[config.mk]
export PLATFORM = sky130hd
export DESIGN_NAME = pim_isqrt
export DESIGN_NICKNAME = d
export VERILOG_FILES = /design/src/design/pim_pkg.sv /design/src/design/pim_isqrt.sv
export SDC_FILE = /design/constraint.sdc
export NUM_CORES = 1
export LEC_CHECK = 0
export ABC_AREA = 1
export ABC_CLOCK_PERIOD_IN_PS = 1730
export BUFFER_PORTS_ARGS = -buffer_cell sky130_fd_sc_hd__buf_2
export CAP_MARGIN = 20
export CORE_MARGIN = 4
export CORE_UTILIZATION = 57
export CTS_CLUSTER_DIAMETER = 30
export DETAILED_ROUTE_END_ITERATION = 16
export GPL_TIMING_DRIVEN = 0
export HOLD_SLACK_MARGIN = 0.12
export PLACE_DENSITY = 0.82
export SLEW_MARGIN = 20
export SYNTH_ARGS = -nofsm -noshare
export SYNTH_HDL_FRONTEND = slang
export SYNTH_SLANG_ARGS = --single-unit
[constraint.sdc]
create_clock -name clk_i -period 1.73 [get_ports clk_i]
set_input_delay 0 -clock clk_i [delete_from_list [all_inputs] [get_ports clk_i]]
set_output_delay 0 -clock clk_i [all_outputs]
set_load 0.01 [all_outputs]
[src/design/pim_pkg.sv]
// Shared types and constants for the pair invariant mass pipeline.
package pim_pkg;

  localparam int unsigned MASS_W    = 25;
  localparam int unsigned SQ2_RADW  = 2 * MASS_W;
  localparam logic [MASS_W-1:0] MASS_MAX = {MASS_W{1'b1}};

  // Pipeline advance and item valid entering a pipeline section.
  typedef struct packed {
    logic en;
    logic vld;
  } pipe_ctl_t;

endpackage

[src/design/pim_isqrt.sv]
// Pipelined integer square root, one result bit per stage.
module pim_isqrt #(
  parameter int unsigned RADW = 8,
  parameter int unsigned SW   = 1
) (
  input  logic               clk_i,
  input  logic               rst_ni,
  input  pim_pkg::pipe_ctl_t ctl_i,
  input  logic [RADW-1:0]    rad_i,
  input  logic [SW-1:0]      side_i,
  output logic               vld_o,
  output logic [RADW/2-1:0]  root_o,
  output logic [SW-1:0]      side_o
);

  localparam int unsigned NB = RADW / 2;

  logic            vld_q  [NB];
  logic [RADW-1:0] rem_q  [NB];
  logic [NB-1:0]   root_q [NB];
  logic [SW-1:0]   side_q [NB];

  for (genvar i = 0; i < NB; i++) begin : g_stage
    logic [RADW-1:0] rem_in;
    logic [NB-1:0]   root_in;
    logic [SW-1:0]   side_in;
    logic            vld_in;
    logic [RADW:0]   trial;
    logic            take;

    if (i == 0) begin : g_first
      assign rem_in  = rad_i;
      assign root_in = '0;
      assign side_in = side_i;
      assign vld_in  = ctl_i.vld;
    end else begin : g_next
      assign rem_in  = rem_q[i-1];
      assign root_in = root_q[i-1];
      assign side_in = side_q[i-1];
      assign vld_in  = vld_q[i-1];
    end

    // (r + 2^b)^2 - r^2 = r*2^(b+1) + 2^(2b)
    assign trial = ((RADW+1)'(root_in) << (NB - i))
                 + ((RADW+1)'(1) << (2 * (NB - 1 - i)));
    assign take  = {1'b0, rem_in} >= trial;

    always_ff @(posedge clk_i or negedge rst_ni) begin
      if (!rst_ni) begin
        vld_q[i] <= 1'b0;
      end else if (ctl_i.en) begin
        vld_q[i] <= vld_in;
      end
    end

    always_ff @(posedge clk_i) begin
      if (ctl_i.en) begin
        rem_q[i]  <= take ? rem_in - trial[RADW-1:0] : rem_in;
        root_q[i] <= take ? (root_in | (NB'(1) << (NB - 1 - i))) : root_in;
        side_q[i] <= side_in;
      end
    end
  end

  assign vld_o  = vld_q[NB-1];
  assign root_o = root_q[NB-1];
  assign side_o = side_q[NB-1];

endmodule

Word-level counts from Yosys, hierarchy flattened
Memories as Yosys holds them, arrays and structs flattened. Index checks and enable logic that the tools add are counted.

$add $sub $neg: 7. Multiply operators: 0. Div/mod/pow operators: 0. Magnitude comparators: 4. Equal/unequal tests: 0. Shift operators: 0. Multiplexer cells: 10. Bitwise logic cells: 0. Reduce and logical (&&, ||, !) cells: 0.

Operators by type and width (number): 8-bit 2-to-1 mux (4); 7-bit by 5-bit adder with 8-bit output (second input constant) (1); 8-bit by 6-bit >= comparator with 1-bit output (1); 8-bit by 7-bit >= comparator with 1-bit output (1); 8-bit by 7-bit >= comparator with 1-bit output (second input constant) (1); 8-bit >= comparator (1); 8-bit by 6-bit subtractor with 8-bit output (1); 8-bit by 7-bit subtractor with 8-bit output (1); 8-bit by 7-bit subtractor with 8-bit output (second input constant) (1); 8-bit subtractor (1); 6-bit by 3-bit adder with 7-bit output (second input constant) (1); 5-bit by 1-bit adder with 6-bit output (second input constant) (1); 4-bit 2-to-1 mux (1); 1-bit 2-to-1 mux (3); 3-bit 2-to-1 mux (1); 2-bit 2-to-1 mux (1).

Bits in registers: 4. Bits in latches: 0. RAM bits: 52. ROM bits: 0. Input bits: 13. Output and inout port bits: 6. Logic and storage cells: 28. Memories: 3.

Memories: rem_q (depth 4, bits a word 8, read ports 3, clocked after Yosys merged registers in 0, write ports 4, RTL line pim_isqrt.sv:19) `logic [RADW-1:0] rem_q [NB];`; root_q (depth 4, bits a word 4, read ports 4, clocked after Yosys merged registers in 0, write ports 4, RTL line pim_isqrt.sv:20) `logic [NB-1:0] root_q [NB];`; side_q (depth 4, bits a word 1, read ports 4, clocked after Yosys merged registers in 0, write ports 4, RTL line pim_isqrt.sv:21) `logic [SW-1:0] side_q [NB];`.

Depth between registers and ports, before layout
An unclocked memory read counts as a cell.

Depth after elaboration: 4. Gate-level depth with buffers: 9. Depth with buffers taken out: 9.

Least setup slack after synthesis
No wires, ideal clock.

Path type: reg2reg. Start point: memory rem_q[1][5]. End point: memory rem_q[2][3] (data pin). Library setup time: 257 ps. Arrival: 1249 ps. Data required time: 1473 ps. Slack: 225 ps. Stages on the path, launching flop included: 8. Path buffers: 0. Clock period less this slack: 1505 ps. Cell sequence: edfxtp_1 ha_1 nand2_1 nand2_1 nor2_2 nand3_4 nand2_1 o21ai_1.

RTL lines (RTL line): from (decl) (pim_isqrt.sv:19).

==> impl_metrics.toml <==
[outcome]
status = "complete, no violations"

[sta]
post-route-period-util = 0.930
setup_tns_ns = 0
tightest_slew_ns = 0.807
timing.final.ws_setup_ns = 0.120
relSlewSlack = 0.462
fin_skew_ns = 0.00708
hold_viol = 0
fmax_mhz = 621
setup-violations-final = 0
finalCriticalPeriod_ns = 1.61
drv_slew = 0

[critical_path]
arrival_ns = 1.72
start_kind = "flip-flop"
crit_fanout = 10
critical_path_class = "reg -> reg"
rr_worst_depth = 6
end_kind = "flip-flop"
crit_required_ns = 1.84

[floorplanning]
die_w_um = 65.4
core_um2 = 3100
rows = 20
start_util = 0.605
io_pins = 19
die-area_um2 = 4280
die_h_um = 65.4

[power_and_ir_drop]
vdd_drop_max_mv = 0.535
internal-power_mw = 1.69
pwr-share-comb = 0.162
leakagePower_nw = 0.974
power_switching_uw = 549
power_density_nw_per_um2 = 1000
power_frac_clock = 0.268
seq_power_share = 0.569
switching_share = 0.245
power_mw = 2.24

[cts]
cts_buffer_depth = 2
cts_tree = "done"
cts_made_buffers = 5
clock_sinks = 42
h-tree-depth = 2
clock-root-buffer = "clkbuf_4"
path_clk_slew_ns = 0.11
clk_latency_ns = 0.35

[synthesis]
ys_seq_elements = 42
syn_area_um2 = 1880
yosysUniqueCellTypes = 25
syn_nets = 183
avgSynthCellArea_um2 = 11.7
syn_inst = 160
synth_warnings = 0
ys_seq_area_frac = 0.661

[hold_path]
hold_path_depth = 1
hp-class = "in -> reg"

[cells_and_area]
final_cells = 243
utilization = 0.722
ff_latch_area_um2 = 1240
multi_input_area_um2 = 541
n_fill_cell = 220
final_common_cell = "edfxtp_1"
most-common-layout-cells = "38 x edfxtp_1, 28 x inv_1, 25 x nand2_1"
syn2layout_area_growth_pct = 19.3
n_antenna_cell = 0
drive_gt1_frac = 0.186
final_net_count = 221

[placed_design]
placed_cells = 222
place.gp.congestion = 0.846
io_buffers = 18
pre_cts_ws_ns = 0.0943
dp_hpwl_mm = 1.88

[detailed_routing]
drt_iter0_markers = 60
wl_per_cell_um = 11.7
route.vias.total = 1179
ant_nets = 0
firstDrtPassIters = 5
avgViaCountPerCell = 4.85
drc = 0
wl_mm = 2.85

[global_routing]
grt_overflow = 0
first_global_vias = 1206
grt_max_degree = 40
grt_pass1_wl_mm = 4.89
track_usage = 0.154
grt_antenna_before_repair = 0

[run]
maxCapViolCount = 0
## per-layer routing
layer	share of wire	wire length (µm)	track usage	up-vias
met4	0.023	65	0.0881	0
met2	0.54	1550	0.277	32
met3	0.050	142	0.0410	8
met1	0.38	1090	0.160	530
met5	0	0	0	-
li1	-	-	-	609
## cells by family after synthesis
group,share of synthesized area
buf+inv,0.0580
simple gates,0.164
flops,0.661
xor+xnor,0.00933
fa+ha+maj,0.0666
compound gates,0.0413
## cell type report
type / instances / share of cell area
buffer: 1 / 0.00168
tap: 44 / 0.0246
inverter: 28 / 0.0469
sequential: 42 / 0.554
multi-input combinational: 89 / 0.241
clock inverter: 1 / 0.0134
clock buffer: 7 / 0.0201
timing repair buffer: 31 / 0.0983
## stage by stage
step                      hold slack, ns  instance area, µm²
final                              0.276                2240
after global routing               0.323                2240
after CTS                          0.287                2230
after detailed placement          -0.190                2020
after global placement            -0.199                2020
after floorplan                   -0.296                1880
## worst paths after layout
kind,from,endpoint,slack [ns]
max,rem_q[1][4]$_DFFE_PP_,rem_q[2][3]$_DFFE_PP_,0.12
min,ctl_i[1],root_q[0][3]$_DFFE_PP_,0.28
max reg2reg,rem_q[1][4]$_DFFE_PP_,rem_q[2][3]$_DFFE_PP_,0.12
min reg2reg,side_q[2]$_DFFE_PP_,side_q[3]$_DFFE_PP_,0.43
max in group asynchronous,rst_ni,vld_o$_DFFE_PN0P_,1.02
min in group asynchronous,rst_ni,g_stage[1].vld_in$_DFFE_PN0P_,0.55
## state kept, by name, indices dropped and copies added, names as in the netlist
register        flops
rem_q              24
side_q              4
root_q             10
g_stage.vld_in      3
vld_o               1
## critical path, stage by stage (launching register included)
cell      delay, ns
edfxtp_1       0.42
ha_1           0.41
nand2_2        0.09
nor2_4         0.13
nand2_2        0.09
nand3_4        0.13
o21ai_1        0.08
## power groups by stage
stage          Clock, mW  Combinational (mW)  Sequential (mW)
2_1_floorplan          0               0.236             1.29
3_3_place_gp           0               0.310             1.29
3_5_place_dp           0               0.331             1.30
4_1_cts            0.608               0.357             1.27
5_1_grt            0.653               0.418             1.29
6_report           0.602               0.364             1.28
## cells in the mapped netlist
master    instances  area share
nor3b_1           1      0.0040
nor2_2            2      0.0067
inv_1            28       0.056
nand2_1          25       0.050
o21a_1            1      0.0040
xnor2_1           1      0.0047
o21ai_0           6       0.016
o21ai_1           3      0.0080
nor2_1           14       0.028
ha_1             10       0.067
nor4_1            1      0.0033
xor2_1            1      0.0047
nand2_2           6       0.020
nor2_4            1      0.0060
nand4_1           3       0.010
edfxtp_1         38        0.61
nand3_1           4       0.011
and2_1            1      0.0033
clkbuf_1          1      0.0020
or2_2             1      0.0033
nor3_2            1      0.0053
a21oi_1           5       0.013
nand3_4           1      0.0093
dfrtp_1           4       0.053
nand3b_1          1      0.0040
## what timing repair did
action,in CTS,in global routing
setup buffers,0,0
gates resized for setup,0,2
hold endpoints to repair,15,0
hold buffers,13,0
setup endpoints to repair,0,4
(Power assumes the default switching activity.)
